==> src/rtl/core/sorted_free_record_allocator_assert.svh <==
// ----------------------------------------------------------------------------
// Assertion macros for the sorted free record allocator
// Concurrent checks, compiled out when SYNTHESIS is defined.
// ----------------------------------------------------------------------------
`ifndef SORTED_FREE_RECORD_ALLOCATOR_ASSERT_SVH
`define SORTED_FREE_RECORD_ALLOCATOR_ASSERT_SVH
`ifndef SYNTHESIS
// same-cycle implication
`define SFRA_ASSERT_IMPLY(label, clk, rst_n, ante, cons) \
    label: assert property (@(posedge clk) disable iff (!rst_n) (ante) |-> (cons)) \
    else $error("sfra assertion failed");
// next-cycle implication
`define SFRA_ASSERT_NEXT(label, clk, rst_n, ante, cons) \
    label: assert property (@(posedge clk) disable iff (!rst_n) (ante) |=> (cons)) \
    else $error("sfra assertion failed");
`else
`define SFRA_ASSERT_IMPLY(label, clk, rst_n, ante, cons)
`define SFRA_ASSERT_NEXT(label, clk, rst_n, ante, cons)
`endif
`endif

==> src/rtl/core/sfra_pkg.sv <==
// ----------------------------------------------------------------------------
// sfra_pkg
// Shared constants, codes and control/status types of the allocator.
// ----------------------------------------------------------------------------
`default_nettype none

package sfra_pkg;

    // default number of free list entries
    localparam int CAPACITY_DEFAULT = 64;

    // command codes
    localparam logic [1:0] CMD_ALLOCATE = 2'd0;
    localparam logic [1:0] CMD_RELEASE  = 2'd1;
    localparam logic [1:0] CMD_PEEK     = 2'd2;

    // status codes
    localparam logic [1:0] ST_OK        = 2'd0;
    localparam logic [1:0] ST_DUPLICATE = 2'd1;
    localparam logic [1:0] ST_EMPTY     = 2'd2;
    localparam logic [1:0] ST_FULL      = 2'd3;

    // peek result on an empty set
    localparam logic [15:0] EMPTY_MARK = 16'hFFFF;

    // controller to datapath commands
    typedef struct packed {
        logic init_wr;   // write the reset entry
        logic load;      // capture a transfer
        logic rd_first;  // read smallest entry
        logic rd_last;   // read largest entry
        logic rd_mid;    // read search probe
        logic probe;     // narrow search window
        logic rd_shift;  // read entry idx-1
        logic shift_wr;  // write it to idx
        logic finish;    // commit and load output
    } sfra_ctrl_t;

    // datapath to controller status
    typedef struct packed {
        logic count_zero;
        logic search_open;
        logic dup;
        logic full;
        logic shift_more;
        logic shift_last;
        logic out_free;
    } sfra_stat_t;

endpackage

`default_nettype wire

==> src/rtl/core/sfra_datapath.sv <==
// ----------------------------------------------------------------------------
// sfra_datapath
// Circular sorted store, search window, shift counter and output register.
// ----------------------------------------------------------------------------
`default_nettype none
`include "sorted_free_record_allocator_assert.svh"

module sfra_datapath
    import sfra_pkg::*;
#(
    parameter int CAPACITY = CAPACITY_DEFAULT
)
(
    input  wire logic        clk,
    input  wire logic        rst_n,
    input  wire sfra_ctrl_t  ctrl,
    input  wire logic [1:0]  command,
    input  wire logic [15:0] record_number,
    input  wire logic        out_ready,
    output sfra_stat_t       stat,
    output logic             out_valid,
    output logic [15:0]      result_number,
    output logic [1:0]       status,
    output logic [6:0]       entries_held
);

    localparam int AW = $clog2(CAPACITY);
    localparam int CW = $clog2(CAPACITY + 1);
    localparam int SW = CW + 1;

    // logical position to physical address, relative to head
    function automatic logic [AW-1:0] phys(input logic [AW-1:0] head,
                                           input logic [CW-1:0] k);
        logic [SW-1:0] sum;
        sum = SW'(head) + SW'(k);
        if (sum >= SW'(CAPACITY))
        begin
            sum = sum - SW'(CAPACITY);
        end
        return sum[AW-1:0];
    endfunction

    logic [15:0]   mem [CAPACITY];
    logic [15:0]   rdata_reg;

    logic [AW-1:0] head_reg, head_next;
    logic [CW-1:0] count_reg, count_next;
    logic [1:0]    cmd_reg;
    logic [15:0]   num_reg;
    logic [CW-1:0] lo_reg, lo_next;
    logic [CW-1:0] hi_reg, hi_next;
    logic [CW-1:0] idx_reg;
    logic          dup_reg, dup_next;
    logic          out_valid_reg, out_valid_next;
    logic [15:0]   result_reg;
    logic [1:0]    status_reg;
    logic [6:0]    held_reg;

    logic [CW-1:0] mid;
    logic          re, we;
    logic [AW-1:0] raddr, waddr;
    logic [15:0]   wdata;

    // finish results
    logic [15:0]   fin_result;
    logic [1:0]    fin_status;
    logic [CW-1:0] fin_count;
    logic [AW-1:0] fin_head;
    logic          fin_wr;
    logic [AW-1:0] fin_addr;
    logic [15:0]   fin_data;

    assign mid = lo_reg + ((hi_reg - lo_reg) >> 1);

    // status to controller
    assign stat.count_zero  = (count_reg == '0);
    assign stat.search_open = (lo_reg < hi_reg);
    assign stat.dup         = dup_reg;
    assign stat.full        = (count_reg >= CW'(CAPACITY));
    assign stat.shift_more  = (idx_reg > lo_reg);
    assign stat.shift_last  = (idx_reg == lo_reg + CW'(1));
    assign stat.out_free    = !out_valid_reg || out_ready;

    // commit values per command
    always_comb
    begin
        fin_result = 16'd0;
        fin_status = ST_OK;
        fin_count  = count_reg;
        fin_head   = head_reg;
        fin_wr     = 1'b0;
        fin_addr   = phys(head_reg, '0);
        fin_data   = 16'd0;
        case (cmd_reg)
            CMD_ALLOCATE:
            begin
                if (count_reg == '0)
                begin
                    fin_status = ST_EMPTY;
                    fin_count  = CW'(1);
                    fin_wr     = 1'b1;
                end
                else
                begin
                    fin_result = rdata_reg;
                    if (count_reg == CW'(1))
                    begin
                        // set would empty: refill with the next number
                        fin_wr   = 1'b1;
                        fin_data = rdata_reg + 16'd1;
                    end
                    else
                    begin
                        fin_head  = phys(head_reg, CW'(1));
                        fin_count = count_reg - CW'(1);
                    end
                end
            end
            CMD_RELEASE:
            begin
                if (dup_reg)
                begin
                    fin_status = ST_DUPLICATE;
                end
                else if (count_reg >= CW'(CAPACITY))
                begin
                    fin_status = ST_FULL;
                end
                else
                begin
                    fin_wr    = 1'b1;
                    fin_addr  = phys(head_reg, lo_reg);
                    fin_data  = num_reg;
                    fin_count = count_reg + CW'(1);
                end
            end
            CMD_PEEK:
            begin
                if (count_reg == '0)
                begin
                    fin_result = EMPTY_MARK;
                    fin_status = ST_EMPTY;
                end
                else
                begin
                    fin_result = rdata_reg;
                end
            end
            default:
            begin
            end
        endcase
    end

    // memory port selection
    always_comb
    begin
        re    = ctrl.rd_first || ctrl.rd_last || ctrl.rd_mid || ctrl.rd_shift;
        raddr = phys(head_reg, '0);
        if (ctrl.rd_last)
        begin
            raddr = phys(head_reg, count_reg - CW'(1));
        end
        else if (ctrl.rd_mid)
        begin
            raddr = phys(head_reg, mid);
        end
        else if (ctrl.rd_shift)
        begin
            raddr = phys(head_reg, idx_reg - CW'(1));
        end

        we    = 1'b0;
        waddr = phys(head_reg, '0);
        wdata = 16'd0;
        if (ctrl.init_wr)
        begin
            we = 1'b1;
        end
        else if (ctrl.shift_wr)
        begin
            we    = 1'b1;
            waddr = phys(head_reg, idx_reg);
            wdata = rdata_reg;
        end
        else if (ctrl.finish && fin_wr)
        begin
            we    = 1'b1;
            waddr = fin_addr;
            wdata = fin_data;
        end
    end

    // store
    always_ff @(posedge clk)
    begin
        if (we)
        begin
            mem[waddr] <= wdata;
        end
        if (re)
        begin
            rdata_reg <= mem[raddr];
        end
    end

    // search window update
    always_comb
    begin
        lo_next  = lo_reg;
        hi_next  = hi_reg;
        dup_next = dup_reg;
        if (ctrl.load)
        begin
            lo_next  = '0;
            hi_next  = count_reg;
            dup_next = 1'b0;
        end
        else if (ctrl.probe)
        begin
            if (rdata_reg < num_reg)
            begin
                lo_next = mid + CW'(1);
            end
            else
            begin
                hi_next = mid;
            end
            if (rdata_reg == num_reg)
            begin
                dup_next = 1'b1;
            end
        end
    end

    assign head_next      = ctrl.finish ? fin_head : head_reg;
    assign count_next     = ctrl.finish ? fin_count : count_reg;
    assign out_valid_next = ctrl.finish ? 1'b1 : (out_ready ? 1'b0 : out_valid_reg);

    // control registers
    always_ff @(posedge clk or negedge rst_n)
    begin
        if (!rst_n)
        begin
            head_reg      <= '0;
            count_reg     <= CW'(1);
            out_valid_reg <= 1'b0;
        end
        else
        begin
            head_reg      <= head_next;
            count_reg     <= count_next;
            out_valid_reg <= out_valid_next;
        end
    end

    // working and output payload
    always_ff @(posedge clk)
    begin
        lo_reg  <= lo_next;
        hi_reg  <= hi_next;
        dup_reg <= dup_next;
        if (ctrl.load)
        begin
            cmd_reg <= command;
            num_reg <= record_number;
            idx_reg <= count_reg;
        end
        else if (ctrl.shift_wr)
        begin
            idx_reg <= idx_reg - CW'(1);
        end
        if (ctrl.finish)
        begin
            result_reg <= fin_result;
            status_reg <= fin_status;
            held_reg   <= 7'(fin_count);
        end
    end

    assign out_valid     = out_valid_reg;
    assign result_number = result_reg;
    assign status        = status_reg;
    assign entries_held  = held_reg;

    `SFRA_ASSERT_IMPLY(a_count_range, clk, rst_n, 1'b1, (count_reg != '0) && (count_reg <= CW'(CAPACITY)))
    `SFRA_ASSERT_NEXT(a_finish_shows, clk, rst_n, ctrl.finish, out_valid_reg)
    `SFRA_ASSERT_IMPLY(a_shift_bound, clk, rst_n, ctrl.shift_wr, idx_reg > lo_reg)

endmodule

`default_nettype wire

==> src/rtl/core/sfra_controller.sv <==
// ----------------------------------------------------------------------------
// sfra_controller
// Sequences the initial write, and the read, binary search, tail shift and commit that each command needs.
// ----------------------------------------------------------------------------
`default_nettype none
`include "sorted_free_record_allocator_assert.svh"

module sfra_controller
    import sfra_pkg::*;
(
    input  wire logic       clk,
    input  wire logic       rst_n,
    input  wire logic       in_valid,
    input  wire logic [1:0] command,
    input  wire sfra_stat_t stat,
    output logic            in_ready,
    output sfra_ctrl_t      ctrl
);

    typedef enum logic [6:0] {
        S_INIT     = 7'b0000001,
        S_IDLE     = 7'b0000010,
        S_SEARCH   = 7'b0000100,
        S_PROBE    = 7'b0001000,
        S_SHIFT_RD = 7'b0010000,
        S_SHIFT_WR = 7'b0100000,
        S_FINISH   = 7'b1000000
    } state_t;

    state_t state_reg, state_next;

    // next state and commands
    always_comb
    begin
        state_next = state_reg;
        ctrl       = '0;
        in_ready   = 1'b0;
        unique case (state_reg)
            S_INIT:
            begin
                ctrl.init_wr = 1'b1;
                state_next   = S_IDLE;
            end
            S_IDLE:
            begin
                in_ready = 1'b1;
                if (in_valid)
                begin
                    ctrl.load = 1'b1;
                    unique case (command)
                        CMD_ALLOCATE:
                        begin
                            ctrl.rd_first = !stat.count_zero;
                            state_next    = S_FINISH;
                        end
                        CMD_PEEK:
                        begin
                            ctrl.rd_last = !stat.count_zero;
                            state_next   = S_FINISH;
                        end
                        CMD_RELEASE:
                        begin
                            state_next = S_SEARCH;
                        end
                        default:
                        begin
                            state_next = S_FINISH;
                        end
                    endcase
                end
            end
            S_SEARCH:
            begin
                if (stat.search_open)
                begin
                    ctrl.rd_mid = 1'b1;
                    state_next  = S_PROBE;
                end
                else if (stat.dup || stat.full || !stat.shift_more)
                begin
                    state_next = S_FINISH;
                end
                else
                begin
                    state_next = S_SHIFT_RD;
                end
            end
            S_PROBE:
            begin
                ctrl.probe = 1'b1;
                state_next = S_SEARCH;
            end
            S_SHIFT_RD:
            begin
                ctrl.rd_shift = 1'b1;
                state_next    = S_SHIFT_WR;
            end
            S_SHIFT_WR:
            begin
                ctrl.shift_wr = 1'b1;
                state_next    = stat.shift_last ? S_FINISH : S_SHIFT_RD;
            end
            S_FINISH:
            begin
                if (stat.out_free)
                begin
                    ctrl.finish = 1'b1;
                    state_next  = S_IDLE;
                end
            end
            default:
            begin
                state_next = S_IDLE;
            end
        endcase
    end

    // state register
    always_ff @(posedge clk or negedge rst_n)
    begin
        if (!rst_n)
        begin
            state_reg <= S_INIT;
        end
        else
        begin
            state_reg <= state_next;
        end
    end

    `SFRA_ASSERT_NEXT(a_finish_to_idle, clk, rst_n, (state_reg == S_FINISH) && stat.out_free, in_ready)
    `SFRA_ASSERT_IMPLY(a_shift_has_room, clk, rst_n, state_reg == S_SHIFT_RD, !stat.full && !stat.dup)
    `SFRA_ASSERT_IMPLY(a_ready_only_idle, clk, rst_n, in_ready, state_reg == S_IDLE)

endmodule

`default_nettype wire

==> src/rtl/core/sorted_free_record_allocator.sv <==
// ----------------------------------------------------------------------------
// sorted_free_record_allocator
// Ascending duplicate-free free list of 16-bit record numbers.
//
//  channel | direction | handshake             | payload
//  in      | input     | in_valid / in_ready   | command, record_number
//  out     | output    | out_valid / out_ready | result_number, status, entries_held
//
// Allocate and peek accept with one store read, then commit. Release accepts,
// runs the binary search (a read and a probe per step, about log2 of the
// count steps), makes a closing search check, moves each entry above the
// insert point by a read and a write, then commits.
// After reset the init state writes the initial entry before in_ready rises.
// A new transfer is taken while a result waits; commit stalls on out_ready.
// ----------------------------------------------------------------------------
`default_nettype none

module sorted_free_record_allocator
    import sfra_pkg::*;
#(
    parameter int CAPACITY = CAPACITY_DEFAULT
)
(
    input  wire logic        clk,
    input  wire logic        rst_n,
    input  wire logic        in_valid,
    output logic             in_ready,
    input  wire logic [1:0]  command,
    input  wire logic [15:0] record_number,
    output logic             out_valid,
    input  wire logic        out_ready,
    output logic [15:0]      result_number,
    output logic [1:0]       status,
    output logic [6:0]       entries_held
);

    sfra_ctrl_t ctrl;
    sfra_stat_t stat;

    // sequencer
    sfra_controller u_ctrl (
        .clk      (clk),
        .rst_n    (rst_n),
        .in_valid (in_valid),
        .command  (command),
        .stat     (stat),
        .in_ready (in_ready),
        .ctrl     (ctrl)
    );

    // store and registers
    sfra_datapath #(
        .CAPACITY (CAPACITY)
    ) u_dp (
        .clk           (clk),
        .rst_n         (rst_n),
        .ctrl          (ctrl),
        .command       (command),
        .record_number (record_number),
        .out_ready     (out_ready),
        .stat          (stat),
        .out_valid     (out_valid),
        .result_number (result_number),
        .status        (status),
        .entries_held  (entries_held)
    );

endmodule

`default_nettype wire
==> config.mk <==
export PLATFORM = sky130hd
export DESIGN_NAME = sorted_free_record_allocator
export DESIGN_NICKNAME = d
export VERILOG_FILES = /design/src/rtl/core/sfra_pkg.sv /design/src/rtl/core/sfra_datapath.sv /design/src/rtl/core/sfra_controller.sv /design/src/rtl/core/sorted_free_record_allocator.sv
export VERILOG_INCLUDE_DIRS = /design/src /design/src/rtl/core
export SDC_FILE = /design/constraint.sdc
export NUM_CORES = 1
export LEC_CHECK = 0
export ABC_AREA = 0
export BUFFER_PORTS_ARGS = -buffer_cell sky130_fd_sc_hd__buf_4
export CORE_ASPECT_RATIO = 0.8
export CORE_MARGIN = 4
export CORE_UTILIZATION = 65
export CTS_BUF_LIST = sky130_fd_sc_hd__clkbuf_4 sky130_fd_sc_hd__clkbuf_8
export DETAILED_ROUTE_END_ITERATION = 12
export PLACE_DENSITY = 0.82
export RECOVER_POWER = 100
export SYNTH_ARGS = -nofsm -noshare
export SYNTH_HDL_FRONTEND = slang
export SYNTH_SLANG_ARGS = --single-unit
==> constraint.sdc <==
create_clock -name clk -period 14.38 [get_ports clk]
set_clock_uncertainty 0.05 [all_clocks]
set_input_delay 2.157 -clock clk [delete_from_list [all_inputs] [get_ports clk]]
set_output_delay 2.157 -clock clk [all_outputs]
set_load 0.005 [all_outputs]
==> reports/results.txt <==
Worst slew pin tran: 3.775 ns
RSZ-0062 raised after global routing: false
Int Pwr: 5010 uW
CP required: 14.92 ns
Leak Pwr: 0.01860 uW
Gpl congestion: 0.9509
Synth async-reset ratio: 1.865%
Mapped Nets: 3405
Hold WS: 0.4871 ns
CP Class: flip-flop to flip-flop
Yosys warns: 0
Initial antenna violation count: 4
Met1 Use GR: 46.38%
Core area: 72120 um^2
Pin count of the biggest net entering global routing: 125
Via Count: 30930
Area delta synth->final: 9.356%
Synth top area share: 69.58%
Final net count: 3547
EDFF count, synth: 1097
Worst Setup SP: u_ctrl.state_reg[3]$_DFFE_PN0P_
Dpl cells: 4228
GRT Residual Overflow: 0
Final Setup Violations: 0
# DRC: 0
Cell accounting for the most synthesized area: edfxtp_1
Buffer depth of the longest clock path: 3
CTS tree: yes
Die width: 309.7 um
Gr busiest metal: met2
Biggest register: u_dp.mem
Wire length per cell: 28.55 um
Core Rows: 88
Cell area after synthesis: 47340 um^2
Total I/O pin count: 49
Clock Power Share: 37.9%
FMAX: 0.09874 GHz
Non-filler cells, final: 4516
Worst Hold Launch: u_dp.out_valid$_DFFE_PN0P_
Max-slew headroom: -151.7%
Util after Layout: 71.79%
Crit start category: flip-flop
Synth Register Bits: 1126
Total die area: 77240 um^2
Min cycle time layout: 10.13 ns
Startpoint of the worst register-to-register path: u_ctrl.state_reg[3]$_DFFE_PN0P_
Type of the most critical hold path: flip-flop to flip-flop
Final hold vios: 0
Crit path largest cell delay: 2.44 ns
Synth unique cells: 86
Via density: 6.849
GRT Total Usage: 33.54%
Sw Share: 23.87%
Share of post-route cells with drive strength above 1: 12.02%
Ys flop type: edfxtp_1
CP bufs+invs: 4
Worst skew pair latency: 0.85 ns
Grt met3 use: 11.28%
Clk pin slew, worst setup/hold paths: 0.07 ns
Synth Instances: 3307
Die height: 249.4 um
First-pass GRT wire length: 190800 um
Violated checks: capacitance limit, slew limit
Data arrival, critical path: 10.67 ns
Total Power: 6581 uW
Post-synthesis average cell area: 14.32 um^2
Logic pwr share: 7.6%
Met2 Usage GRT: 48.30%
Worst-path fanout max: 98
Filler instances: 4412
PortBufs: 48
Status: complete, but fails checks
Peak VDD IR: 0.1121 mV
Vias in the first global route: 30140
Detailed placement HPWL: 76750 um
Post-route ant nets: 0
First-pass DRT Iterations: 7
Clk sinks: 1126
Crit-path cells: nor4_1 -> nand2_1 -> clkinv_1 -> mux2i_1 -> o211ai_1 -> nand2_8 -> buf_4 -> clkbuf_1 -> nor2_1 -> buf_4 -> a221o_1 -> nor3_1 -> nor4_1 -> a211o_1
Pins Over Slew Limit: 1416
Maxcap violations: 35
CP delay by family, top: buffers and inverters
Sequential cell area fraction in the yosys report: 71.04%
Setup Buffers After CTS: 0
Largest register FFs: 1024
Cell Pwr Density: 127.1 nW/um^2
Final WL: 128900 um
Net Switching: 1571 uW
Setup TNS: 0 ns
Crit path capture type: flip-flop
CP max stage cell: clkbuf_1
Post-CTS sizing: 0
H-Tree Depth: 4
Num CTS Buffers: 164
Clock root buffer: clkbuf_8
Flop pwr share: 54.5%
Iter 0 DRT Violations: 5007
CTS Hold Bufs: 0
Final cycle utilization of the critical path: 70.43%
Initial Util: 65.64%
Synth top area cells: edfxtp_1 70%, nand2_1 5.2%, mux4_2 3.2%, mux2i_1 2.0%, nand3_1 1.9%
[routing by layer]
| metal | vias to the layer above | part of all wire, % | routed length, um |
|---|---|---|---|
| met3 | 430 | 15 | 19720 |
| met2 | 2539 | 44 | 56340 |
| met4 | 4 | 5.5 | 7118 |
| met1 | 15010 | 35 | 45700 |
| li1 | 12950 | - | - |
| met5 | - | 0.026 | 34 |
[worst reg2reg max path, cell delays in order, from the launching register on]
cell	delay [ns]
dfrtp_1	0.44
nor4_1	0.88
nand2_1	0.32
clkinv_1	0.24
mux2i_1	0.27
o211ai_1	0.31
nand2_8	0.61
buf_4	0.82
clkbuf_1	2.49
nor2_1	1.71
buf_4	0.70
a221o_1	0.40
nor3_1	0.24
nor4_1	0.09
a211o_1	0.30
[Yosys cell counts (12+ instances only)]
library cell  instances
nor2_1              123
nor3_1               39
o21ai_0              44
and3_1               12
xnor2_1              39
inv_1                53
nand3_1             179
a31oi_1              89
xor2_1               21
a32oi_1              73
edfxtp_1           1097
a211oi_1             13
dfrtp_1              19
mux4_2               68
a21o_1               21
nand4_1              20
ha_1                 69
nand2_1             650
buf_2                82
mux2i_1              95
clkbuf_1             54
a22oi_1              81
buf_1                15
a21oi_1             130
[layout make-up]
| cell class | instances | area, um^2 | share of cell area, % |
|---|---|---|---|
| Clock inverter | 71 | 479.2 | 0.9256 |
| Inverter | 56 | 210.2 | 0.4060 |
| Sequential cell | 1126 | 33630 | 64.96 |
| Timing Repair Buffer | 147 | 812.0 | 1.569 |
| Multi-Input combinational cell | 1954 | 12800 | 24.72 |
| Antenna cell | 2 | 5.005 | 0.009667 |
| Clock buffer | 215 | 2653 | 5.124 |
| Tap cell | 945 | 1182 | 2.284 |
[per-stage QoR]
step           instance area, um^2  worst slack (ns)
2_1_floorplan                47340             7.925
3_3_place_gp                 49070             7.090
3_5_place_dp                 49070             7.042
4_1_cts                      52200             7.066
5_1_grt                      51770             3.422
6_report                     51770             4.252
[power groups by stage]
stage | Sequential [uW] | Combinational (uW) | Clock (uW)
3_3_place_gp | 3660 | 470 | 0
2_1_floorplan | 3640 | 338 | 0
3_5_place_dp | 3660 | 481 | 0
6_report | 3590 | 498 | 2500
4_1_cts | 3590 | 484 | 2510
5_1_grt | 3590 | 526 | 2670
[logic make-up (layout without fill, tap and decap cells)]
logic type	Yosys count	in the layout	synth area share [%]
AO/OA/AOI/OAI	551	551	8.026
XOR/XNOR	61	61	1.144
adder cells (fa/ha/maj)	76	76	2.120
buffers and inverters	227	489	2.233
flip-flops	1126	1126	71.04
multiplexers	170	170	5.410
other	1	3	0.007921
AND/OR/NAND/NOR	1095	1095	10.02
[final timing paths]
path                                                   endpoint  depth (start not counted)  slack [ns]
worst max-delay path                u_dp.rdata_reg[4]$_DFFE_PP_                         14        4.25
worst min-delay path                 u_dp.out_valid$_DFFE_PN0P_                          2        0.49
worst max register to register      u_dp.rdata_reg[4]$_DFFE_PP_                         14        4.25
worst min register to register       u_dp.out_valid$_DFFE_PN0P_                          2        0.49
max in group asynchronous       u_ctrl.state_reg[6]$_DFFE_PN0P_                          1       11.96
min in group asynchronous         u_dp.count_reg[5]$_DFFE_PN0P_                          1        1.55
[layout by cell type (no fill, tap or decap), types with 68 or more instances in the layout]
cell,n
clkbuf_1,81
mux4_2,68
a22oi_1,80
mux2i_1,95
ha_1,69
clkbuf_8,166
nand2_1,650
a32oi_1,73
a21oi_1,130
nor2_1,123
edfxtp_1,1097
a31oi_1,89
nand3_1,179
clkbuf_4,86
(Power assumes the default switching activity.)
